## src/assert_macros.svh

```systemverilog
// Assertion macros shared by the RTL files of the I2C transfer sequencer.
`ifndef ASSERT_MACROS_SVH
`define ASSERT_MACROS_SVH

// A condition that holds at every clock edge out of reset.
`define ASSERT_ALWAYS(label, cond) \
  label: assert property (@(posedge clk) disable iff (!rst_n) (cond)) \
    else $error("invariant violated");

// A consequent that must hold in the same cycle as its antecedent.
`define ASSERT_IMPLIES(label, ante, cons) \
  label: assert property (@(posedge clk) disable iff (!rst_n) (ante) |-> (cons)) \
    else $error("implication violated");

// A consequent that must hold in the cycle after its antecedent.
`define ASSERT_NEXT(label, ante, cons) \
  label: assert property (@(posedge clk) disable iff (!rst_n) (ante) |=> (cons)) \
    else $error("next-cycle implication violated");

`endif

```

## src/i2cms_pkg.sv

```systemverilog
// Types, codes and constants shared by the I2C transfer sequencer modules.
`default_nettype none

package i2cms_pkg;

  localparam int unsigned DEF_MAX_MSGS = 255;
  localparam int unsigned MSG_CNT_W    = 8;
  localparam int unsigned MSG_CNT_MAX  = (1 << MSG_CNT_W) - 1;

  localparam logic [7:0] ADDR10_PREFIX  = 8'hF0;
  localparam logic [7:0] ADDR10_HI_MASK = 8'h06;
  localparam logic [7:0] ADDR7_LO_MASK  = 8'hFF;
  localparam logic [7:0] READ_BIT       = 8'h01;

  typedef enum logic [1:0] {
    REQ_HEADER = 2'd0,
    REQ_DATA   = 2'd1,
    REQ_END    = 2'd2
  } req_type_t;

  typedef enum logic [2:0] {
    OP_START   = 3'd0,
    OP_RESTART = 3'd1,
    OP_STOP    = 3'd2,
    OP_SEND    = 3'd3,
    OP_RECV    = 3'd4,
    OP_ACK     = 3'd5,
    OP_NACK    = 3'd6,
    OP_STATUS  = 3'd7
  } bus_op_t;

  typedef enum logic [1:0] {
    ST_OK        = 2'd0,
    ST_DATA_NACK = 2'd1,
    ST_ADDR_NACK = 2'd2
  } status_t;

  // Fixed result slots; an item enables the subset it needs, in this order.
  localparam int unsigned NUM_SLOTS     = 13;
  localparam int unsigned SL_HEAD       = 0;
  localparam int unsigned SL_BYTE       = 1;
  localparam int unsigned SL_AUX        = 2;
  localparam int unsigned SL_RTY1_START = 3;
  localparam int unsigned SL_RTY1_SEND  = 4;
  localparam int unsigned SL_ADDR_LO    = 5;
  localparam int unsigned SL_RESTART    = 6;
  localparam int unsigned SL_ADDR_RD    = 7;
  localparam int unsigned SL_RTY2_STOP  = 8;
  localparam int unsigned SL_RTY2_START = 9;
  localparam int unsigned SL_RTY2_SEND  = 10;
  localparam int unsigned SL_STOP       = 11;
  localparam int unsigned SL_STATUS     = 12;

  typedef struct packed {
    req_type_t   req_type;
    logic [9:0]  dev_addr;
    logic        ten_bit;
    logic        is_read;
    logic        tolerate_nack;
    logic        skip_start;
    logic        no_master_ack;
    logic [7:0]  wr_byte;
    logic [7:0]  rd_byte;
    logic [4:0]  ack_bits;
    logic        last_byte;
  } req_t;

  typedef struct packed {
    logic                 in_transfer;
    logic                 aborted;
    logic [MSG_CNT_W-1:0] msgs_done;
    logic                 cur_read;
    logic                 cur_tolerate_nack;
    logic                 cur_no_master_ack;
    logic                 msg_open;
  } seq_state_t;

  typedef struct packed {
    bus_op_t    op;
    logic [7:0] byte_val;
  } slot_t;

  typedef struct packed {
    logic [NUM_SLOTS-1:0]  en;
    slot_t [NUM_SLOTS-1:0] slots;
    status_t               status;
    logic [MSG_CNT_W-1:0]  msg_count;
  } plan_t;

  function automatic logic [MSG_CNT_W-1:0] msg_cap(input int unsigned max_msgs);
    logic [MSG_CNT_W-1:0] cap;
    cap = (max_msgs > MSG_CNT_MAX) ? MSG_CNT_W'(MSG_CNT_MAX) : MSG_CNT_W'(max_msgs);
    return cap;
  endfunction

endpackage

`default_nettype wire

```

## src/i2cms_out_buf.sv

```systemverilog
// Result buffer that holds one item's bus symbols and hands them out one per transaction.
`default_nettype none
`include "assert_macros.svh"

module i2cms_out_buf
  import i2cms_pkg::*;
(
  input  wire logic                 clk,
  input  wire logic                 rst_n,
  input  wire logic                 load,
  input  wire plan_t                plan,
  output logic                      free,
  output logic                      out_valid,
  input  wire logic                 out_ready,
  output logic [2:0]                out_bus_op,
  output logic [7:0]                out_byte_val,
  output logic [1:0]                out_status,
  output logic [MSG_CNT_W-1:0]      out_msg_count,
  output logic                      out_last
);

  logic [NUM_SLOTS-1:0]  en_r;
  slot_t [NUM_SLOTS-1:0] slots_r;
  status_t               status_r;
  logic [MSG_CNT_W-1:0]  count_r;

  logic [NUM_SLOTS-1:0]  lowest;
  slot_t                 sel;
  logic                  last;
  logic                  is_status;

  // Isolate the lowest pending slot; slots drain in index order.
  assign lowest = en_r & (~en_r + NUM_SLOTS'(1));

  always_comb begin
    sel = '0;
    for (int i = 0; i < NUM_SLOTS; i++) begin
      if (lowest[i]) begin
        sel = slots_r[i];
      end
    end
  end

  assign last      = ((en_r & ~lowest) == '0);
  assign out_valid = |en_r;
  assign free      = !out_valid || (out_ready && last);
  assign is_status = (sel.op == OP_STATUS);

  assign out_bus_op    = sel.op;
  assign out_byte_val  = sel.byte_val;
  assign out_status    = is_status ? status_r : 2'b00;
  assign out_msg_count = is_status ? count_r : '0;
  assign out_last      = last;

  always_ff @(posedge clk) begin
    if (!rst_n) begin
      en_r <= '0;
    end else if (load) begin
      en_r <= plan.en;
    end else if (out_valid && out_ready) begin
      en_r <= en_r & ~lowest;
    end
  end

  always_ff @(posedge clk) begin
    if (load) begin
      slots_r  <= plan.slots;
      status_r <= plan.status;
      count_r  <= plan.msg_count;
    end
  end

  `ASSERT_IMPLIES(a_load_when_free, load, free)
  `ASSERT_NEXT(a_no_new_slots, !load, ((en_r & ~$past(en_r)) == '0))
  `ASSERT_IMPLIES(a_status_is_last, out_valid && (sel.op == OP_STATUS), last)

endmodule

`default_nettype wire

```

## src/i2cms_plan.sv

```systemverilog
// Combinational planner: the bus symbols and next state for one held request.
`default_nettype none

module i2cms_plan
  import i2cms_pkg::*;
#(
  parameter int unsigned MAX_MSGS = DEF_MAX_MSGS
) (
  input  wire req_t       item,
  input  wire seq_state_t state,
  output plan_t           plan,
  output seq_state_t      state_nxt
);

  localparam logic [MSG_CNT_W-1:0] MSG_CAP = msg_cap(MAX_MSGS);

  logic                 first;
  logic [7:0]           addr_wr;
  logic [7:0]           addr_rd;
  logic [MSG_CNT_W-1:0] cnt_closed;
  logic                 r1;
  logic                 r3;
  logic                 fail;
  logic [2:0]           p1;
  logic [2:0]           p2;

  assign first = !state.in_transfer;

  // 10-bit addressing sends the 11110xx prefix byte first, the low byte after it.
  always_comb begin
    if (item.ten_bit) begin
      addr_wr = ADDR10_PREFIX | (8'(item.dev_addr >> 7) & ADDR10_HI_MASK);
    end else begin
      addr_wr = {item.dev_addr[6:0], item.is_read};
    end
  end
  assign addr_rd = addr_wr | READ_BIT;

  assign cnt_closed = (state.msg_open && (state.msgs_done < MSG_CAP)) ?
                      state.msgs_done + MSG_CNT_W'(1) : state.msgs_done;

  always_comb begin
    plan      = '0;
    state_nxt = state;
    r1        = 1'b0;
    r3        = 1'b0;
    fail      = 1'b0;
    p1        = 3'd1;
    p2        = 3'd2;

    plan.slots[SL_HEAD].op       = OP_START;
    plan.slots[SL_BYTE].op       = OP_SEND;
    plan.slots[SL_AUX].op        = OP_STOP;
    plan.slots[SL_RTY1_START].op = OP_START;
    plan.slots[SL_RTY1_SEND].op  = OP_SEND;
    plan.slots[SL_ADDR_LO].op    = OP_SEND;
    plan.slots[SL_RESTART].op    = OP_RESTART;
    plan.slots[SL_ADDR_RD].op    = OP_SEND;
    plan.slots[SL_RTY2_STOP].op  = OP_STOP;
    plan.slots[SL_RTY2_START].op = OP_START;
    plan.slots[SL_RTY2_SEND].op  = OP_SEND;
    plan.slots[SL_STOP].op       = OP_STOP;
    plan.slots[SL_STATUS].op     = OP_STATUS;
    plan.status                  = ST_OK;

    unique case (item.req_type)
      REQ_HEADER: begin
        if (!state.aborted) begin
          state_nxt.in_transfer       = 1'b1;
          state_nxt.msgs_done         = first ? '0 : cnt_closed;
          state_nxt.cur_read          = item.is_read;
          state_nxt.cur_tolerate_nack = item.tolerate_nack;
          state_nxt.cur_no_master_ack = item.no_master_ack;
          state_nxt.msg_open          = 1'b1;

          plan.en[SL_HEAD]       = first || !item.skip_start;
          plan.slots[SL_HEAD].op = first ? OP_START : OP_RESTART;

          if (!item.skip_start) begin
            plan.en[SL_BYTE]                = 1'b1;
            plan.slots[SL_BYTE].byte_val    = addr_wr;
            // One retry of the first address byte: stop, start, resend.
            r1                              = !item.ack_bits[0] && !item.tolerate_nack;
            plan.en[SL_AUX]                 = r1;
            plan.en[SL_RTY1_START]          = r1;
            plan.en[SL_RTY1_SEND]           = r1;
            plan.slots[SL_RTY1_SEND].byte_val = addr_wr;
            p1   = r1 ? 3'd2 : 3'd1;
            fail = !(r1 ? item.ack_bits[1] : item.ack_bits[0]) && !item.tolerate_nack;

            if (item.ten_bit && !fail) begin
              plan.en[SL_ADDR_LO]             = 1'b1;
              plan.slots[SL_ADDR_LO].byte_val = item.dev_addr[7:0] & ADDR7_LO_MASK;
              fail = !item.ack_bits[p1] && !item.tolerate_nack;
              p2   = p1 + 3'd1;

              if (item.is_read && !fail) begin
                plan.en[SL_RESTART]               = 1'b1;
                plan.en[SL_ADDR_RD]               = 1'b1;
                plan.slots[SL_ADDR_RD].byte_val   = addr_rd;
                r3                                = !item.ack_bits[p2] && !item.tolerate_nack;
                plan.en[SL_RTY2_STOP]             = r3;
                plan.en[SL_RTY2_START]            = r3;
                plan.en[SL_RTY2_SEND]             = r3;
                plan.slots[SL_RTY2_SEND].byte_val = addr_rd;
                fail = !(r3 ? item.ack_bits[p2 + 3'd1] : item.ack_bits[p2]) &&
                       !item.tolerate_nack;
              end
            end

            if (fail) begin
              plan.en[SL_STOP]   = 1'b1;
              plan.en[SL_STATUS] = 1'b1;
              plan.status        = ST_ADDR_NACK;
              state_nxt.aborted  = 1'b1;
              state_nxt.msg_open = 1'b0;
            end
          end
        end
      end

      REQ_DATA: begin
        if (state.in_transfer && !state.aborted && state.msg_open) begin
          plan.en[SL_BYTE] = 1'b1;
          if (state.cur_read) begin
            plan.slots[SL_BYTE].op       = OP_RECV;
            plan.slots[SL_BYTE].byte_val = item.rd_byte;
            plan.en[SL_AUX]              = !state.cur_no_master_ack;
            plan.slots[SL_AUX].op        = item.last_byte ? OP_NACK : OP_ACK;
          end else begin
            plan.slots[SL_BYTE].byte_val = item.wr_byte;
            if (!item.ack_bits[0] && !state.cur_tolerate_nack) begin
              plan.en[SL_STOP]   = 1'b1;
              plan.en[SL_STATUS] = 1'b1;
              plan.status        = ST_DATA_NACK;
              state_nxt.aborted  = 1'b1;
              state_nxt.msg_open = 1'b0;
            end
          end
        end
      end

      REQ_END: begin
        if (state.in_transfer) begin
          if (!state.aborted) begin
            state_nxt.msgs_done = cnt_closed;
            plan.en[SL_STOP]    = 1'b1;
            plan.en[SL_STATUS]  = 1'b1;
          end
          state_nxt.in_transfer = 1'b0;
          state_nxt.aborted     = 1'b0;
          state_nxt.msg_open    = 1'b0;
        end
      end

      default: begin
        // Unused request code: no symbols, no state change.
      end
    endcase

    plan.msg_count = state_nxt.msgs_done;
  end

endmodule

`default_nettype wire

```

## src/i2c_master_transfer_sequencer_unit.sv

```systemverilog
// I2C master transfer sequencer: turns request items into a stream of bus symbols.
// A request is registered in the hold register and loads into the result buffer once the
// buffer is free; the hold register can take a new request while the buffer drains.
// A request yields at most 13 symbols, handed out one per accepted transaction; a request
// yielding none leaves the result buffer empty.
// Reset (synchronous, rst_n low) clears the transfer state and empties both registers.
`default_nettype none
`include "assert_macros.svh"

module i2c_master_transfer_sequencer_unit
  import i2cms_pkg::*;
#(
  parameter int unsigned MAX_MSGS = DEF_MAX_MSGS
) (
  input  wire logic                 clk,
  input  wire logic                 rst_n,
  input  wire logic                 in_valid,
  output logic                      in_ready,
  input  wire logic [1:0]           in_req_type,
  input  wire logic [9:0]           in_dev_addr,
  input  wire logic                 in_ten_bit,
  input  wire logic                 in_is_read,
  input  wire logic                 in_tolerate_nack,
  input  wire logic                 in_skip_start,
  input  wire logic                 in_no_master_ack,
  input  wire logic [7:0]           in_wr_byte,
  input  wire logic [7:0]           in_rd_byte,
  input  wire logic [4:0]           in_ack_bits,
  input  wire logic                 in_last_byte,
  output logic                      out_valid,
  input  wire logic                 out_ready,
  output logic [2:0]                out_bus_op,
  output logic [7:0]                out_byte_val,
  output logic [1:0]                out_status,
  output logic [MSG_CNT_W-1:0]      out_msg_count,
  output logic                      out_last
);

  localparam logic [MSG_CNT_W-1:0] MSG_CAP = msg_cap(MAX_MSGS);

  logic       hold_valid_r;
  req_t       hold_r;
  seq_state_t state_r;
  seq_state_t state_nxt;
  plan_t      plan;
  logic       buf_free;
  logic       xfer;

  assign xfer     = hold_valid_r && buf_free;
  assign in_ready = !hold_valid_r || buf_free;

  always_ff @(posedge clk) begin
    if (!rst_n) begin
      hold_valid_r <= 1'b0;
    end else if (in_valid && in_ready) begin
      hold_valid_r <= 1'b1;
    end else if (xfer) begin
      hold_valid_r <= 1'b0;
    end
  end

  always_ff @(posedge clk) begin
    if (in_valid && in_ready) begin
      hold_r.req_type      <= req_type_t'(in_req_type);
      hold_r.dev_addr      <= in_dev_addr;
      hold_r.ten_bit       <= in_ten_bit;
      hold_r.is_read       <= in_is_read;
      hold_r.tolerate_nack <= in_tolerate_nack;
      hold_r.skip_start    <= in_skip_start;
      hold_r.no_master_ack <= in_no_master_ack;
      hold_r.wr_byte       <= in_wr_byte;
      hold_r.rd_byte       <= in_rd_byte;
      hold_r.ack_bits      <= in_ack_bits;
      hold_r.last_byte     <= in_last_byte;
    end
  end

  // The transfer state advances when the held request moves into the result buffer.
  always_ff @(posedge clk) begin
    if (!rst_n) begin
      state_r <= '0;
    end else if (xfer) begin
      state_r <= state_nxt;
    end
  end

  i2cms_plan #(
    .MAX_MSGS (MAX_MSGS)
  ) u_plan (
    .item      (hold_r),
    .state     (state_r),
    .plan      (plan),
    .state_nxt (state_nxt)
  );

  i2cms_out_buf u_out_buf (
    .clk           (clk),
    .rst_n         (rst_n),
    .load          (xfer),
    .plan          (plan),
    .free          (buf_free),
    .out_valid     (out_valid),
    .out_ready     (out_ready),
    .out_bus_op    (out_bus_op),
    .out_byte_val  (out_byte_val),
    .out_status    (out_status),
    .out_msg_count (out_msg_count),
    .out_last      (out_last)
  );

  `ASSERT_IMPLIES(a_abort_in_transfer, state_r.aborted, state_r.in_transfer)
  `ASSERT_ALWAYS(a_count_cap, state_r.msgs_done <= MSG_CAP)
  `ASSERT_NEXT(a_hold_kept, hold_valid_r && !xfer, hold_valid_r && $stable(hold_r))

endmodule

`default_nettype wire

```

## config.mk

```make
export PLATFORM = sky130hd
export DESIGN_NAME = i2c_master_transfer_sequencer_unit
export DESIGN_NICKNAME = d
export VERILOG_FILES = /design/src/i2cms_pkg.sv /design/src/i2cms_out_buf.sv /design/src/i2cms_plan.sv /design/src/i2c_master_transfer_sequencer_unit.sv
export VERILOG_INCLUDE_DIRS = /design/src /design/src/src
export SDC_FILE = /design/constraint.sdc
export NUM_CORES = 1
export LEC_CHECK = 0
export BUFFER_PORTS_ARGS = -buffer_cell sky130_fd_sc_hd__buf_4
export CAP_MARGIN = 20
export CORE_MARGIN = 3
export CORE_UTILIZATION = 50
export DETAILED_ROUTE_END_ITERATION = 16
export PLACE_DENSITY = 0.73
export SKIP_LAST_GASP = 1
export SYNTH_ARGS = -nofsm -noshare
export SYNTH_HDL_FRONTEND = slang
export SYNTH_SLANG_ARGS = --single-unit
```

## constraint.sdc

```tcl
create_clock -name clk -period 11.7 [get_ports clk]
set_input_delay 0 -clock clk [delete_from_list [all_inputs] [get_ports clk]]
set_output_delay 0 -clock clk [all_outputs]
set_load 0.02 [all_outputs]
```

==> results_dict.tcl <==
set metrics [dict create \
    status "complete, no violations" \
    core_area_sq_mm 0.01000 \
    numClockSinks 115 \
    pin_count 67 \
    insertion_delay_ps 500 \
    grt.overflow.total 0 \
    final_cell_mix "edfxtp_1 (87), buf_4 (68), nand2_1 (61)" \
    wl_per_cell_microns 17.51 \
    num_antenna_cells 0 \
    cts_tree "yes" \
    hold_viol 0 \
    vias_per_cell 5.779 \
    synth.net_count 514 \
    r2r_start "hold_r[37]$_DFFE_PP_" \
    max_freq_ghz 0.2811 \
    worst_pin_slew_ps 990.0 \
    synth-edff-count 87 \
    synth-warning-count 0 \
    grt_pass1_wl_microns 20130 \
    nets 625 \
    grt_pass1_vias 3910 \
    p_per_area_mw_per_mm2 156.5 \
    finalClockSkew_ps 16.12 \
    final_common_cell "edfxtp_1" \
    die_area_sq_mm 0.01177 \
    rows 36 \
    path_class "reg -> out" \
    detail_route.iter0.violations 411 \
    n_fill_cell 695 \
    root_buffer "clkbuf_8" \
    htreeDepth 4 \
    async_reset_ff_share_pct 0 \
    synthCells 466 \
    crit_path_end_kind "primary output" \
    drc 0 \
    grt_max_degree 41 \
    synth_flop_cell "edfxtp_1" \
    cp_max_fo 14 \
    groute.usage.overall_pct 22.33 \
    syn_area_per_cell_sq_um 11.27 \
    postCtsSetupRepairBufs 0 \
    max-slew-margin-rel_pct 33.49 \
    setup_violations 0 \
    finalWirelength_microns 12660 \
    worstRegToRegCells 9 \
    p_leak_nw 2.747 \
    ys_ff_latch 115 \
    synthToLayoutAreaGrowth_pct 31.86 \
    hp-start "in_dev_addr[9]" \
    design_area_sq_mm 0.006923 \
    vias 4178 \
    cap_violations 0 \
    portBuffers 66 \
    finalMaxSlewViolations 0 \
    rsz0062_at_grt "no" \
    cts_hold_buf 44 \
    synth_cell_types 66 \
    initial_utilization_pct 52.50 \
    synth_seq_area_share_pct 60.44 \
    cts_buffers 17 \
    min_path_cells 2 \
    holdCritPathClass "in -> reg" \
    period_needed_ps 3558 \
    holdWs_ps 206.1 \
    antenna_left 0 \
    cp.arrival_ps 3560 \
    startpoint_type "register" \
    die_h_microns 108.5 \
    die_w_microns 108.5 \
    drive_gt1_share_pct 18.98 \
    antenna_found_initial 0 \
    place_hpwl_microns 8088 \
    hold_end "hold_r[36]$_DFFE_PP_" \
    netlist_area_sq_mm 0.005250 \
    setup_tns_ps 0 \
    drt_first_pass_iters 5 \
    period_share_pct 30.41 \
    dpl-instance-area_sq_mm 0.005834 \
    regToRegSetupSlack_ps 8200 \
    cts-resized-gates 0 \
    r2r_end "u_out_buf.en_r[7]$_SDFFE_PN0P_" \
    gp_congestion 0.8572 \
    vdd_drop_max_mv 0.1377 \
    clkTransAtPathRegs_ps 60 \
    worst-endpoint-required_ps 11700 \
    cts_buffer_depth 2 \
]
## per-stage QoR
step | power (mW) | setup WS, ps | cells | utilization [%]
floorplan | 0.5168 | 6863 | 466 | -
global placement | 0.5436 | 8299 | 644 | 58.35
detailed placement | 0.5454 | 8212 | 644 | 58.35
CTS | 1.087 | 8143 | 720 | 68.93
global route | 1.117 | 7848 | 723 | 69.23
finish | 1.084 | 8142 | 723 | 69.23
## metal layers
metal  global-route usage (%)  up-vias  part of all wire (%)
li1                         -     1975                     -
met1                    30.64     2010                    44
met2                    35.44      175                    48
met3                    4.836       18                   6.6
met4                    7.484        0                   1.5
met5                        0        -                     0
## synthesized netlist by cell type, types with 3 or more instances
library cell  number  share of area (%)
o21ai_0           14                1.3
nor2_1            30                2.1
a21oi_1           27                2.6
o211ai_1           4               0.57
nand4_1            3               0.36
o22ai_1            9                1.1
a31oi_1            4               0.48
dfxtp_1           28                 11
o21ai_1            4               0.38
nor3_1             9               0.86
o21bai_1           3               0.43
ha_1               5                1.2
nand4b_1           3               0.50
a41oi_1            3               0.50
a222oi_1           8                1.5
mux2i_1           13                2.5
and3_1             3               0.36
nand3_1            8               0.76
nor4_1             6               0.72
nor2b_1            9                1.1
and2_1            21                2.5
o31ai_1            3               0.43
clkbuf_1          17                1.2
edfxtp_1          87                 50
nand2_1           61                4.4
inv_1             22                1.6
o21a_1             6               0.86
## final cells by class
type,instances,area [sq um],area share (%)
Inverter,23,86.33,1.247
Clock buffer,17,414.1,5.982
Clock inverter,15,203.9,2.946
Sequential cell,115,3173,45.83
Tap cell,133,166.4,2.404
Timing Repair Buffer,115,980.9,14.17
Multi-Input combinational cell,305,1898,27.42
## worst max-delay path: stages (launching register included)
cell	delay [ps]
dfxtp_1	430
nor4_1	770
nand2_1	230
o32a_1	390
o21bai_1	160
a21boi_1	620
and2_1	300
buf_4	170
## registers in the layout, summed over array words and instances (netlist names)
signal,count
state_r,14
u_out_buf.slots_r,38
u_out_buf.en_r,13
u_out_buf.status_r,2
u_out_buf.count_r,8
hold_r,39
hold_valid_r,1
## how the worst max path moves through the flow
| stage | startpoint | endpoint | slack (ps) | depth (start not counted) |
|---|---|---|---|---|
| 4_1_cts | u_out_buf.en_r[0]$_SDFFE_PN0P_ | out_status[1] | 8140 | 7 |
| 6_report | u_out_buf.en_r[0]$_SDFFE_PN0P_ | out_status[1] | 8140 | 7 |
| 3_3_place_gp | u_out_buf.en_r[0]$_SDFFE_PN0P_ | hold_r[23]$_DFFE_PP_ | 8300 | 6 |
| 3_5_place_dp | u_out_buf.en_r[0]$_SDFFE_PN0P_ | hold_r[37]$_DFFE_PP_ | 8210 | 6 |
| 5_1_grt | hold_r[37]$_DFFE_PP_ | u_out_buf.en_r[7]$_SDFFE_PN0P_ | 7850 | 9 |
| 2_1_floorplan | u_out_buf.en_r[2]$_SDFFE_PN0P_ | u_out_buf.count_r[0]$_DFFE_PP_ | 6860 | 8 |
## kinds of logic (layout without fill, tap and decap cells)
kind of cell               Yosys count  count (layout)  share of synthesized area [%]
AOI/OAI and AO/OA                  114             114                          15.37
DFF                                115             115                          60.44
adders and majority gates            6               6                          1.382
other                                1               1                        0.07143
muxes                               15              15                          2.907
and+or+nand+nor                    169             169                          16.13
buffers and inverters               46             170                          3.694
## where the power goes
| part | leakage (nW) | total (mW) | switching, mW | internal, mW |
|---|---|---|---|---|
| clock | 0.293 | 0.532 | 0.185 | 0.347 |
| sequential | 1.10 | 0.467 | 0.0103 | 0.457 |
| combinational | 1.36 | 0.0848 | 0.0469 | 0.0379 |
| total | 2.75 | 1.08 | 0.242 | 0.842 |
Note: power is estimated with default switching activity, not from simulation.
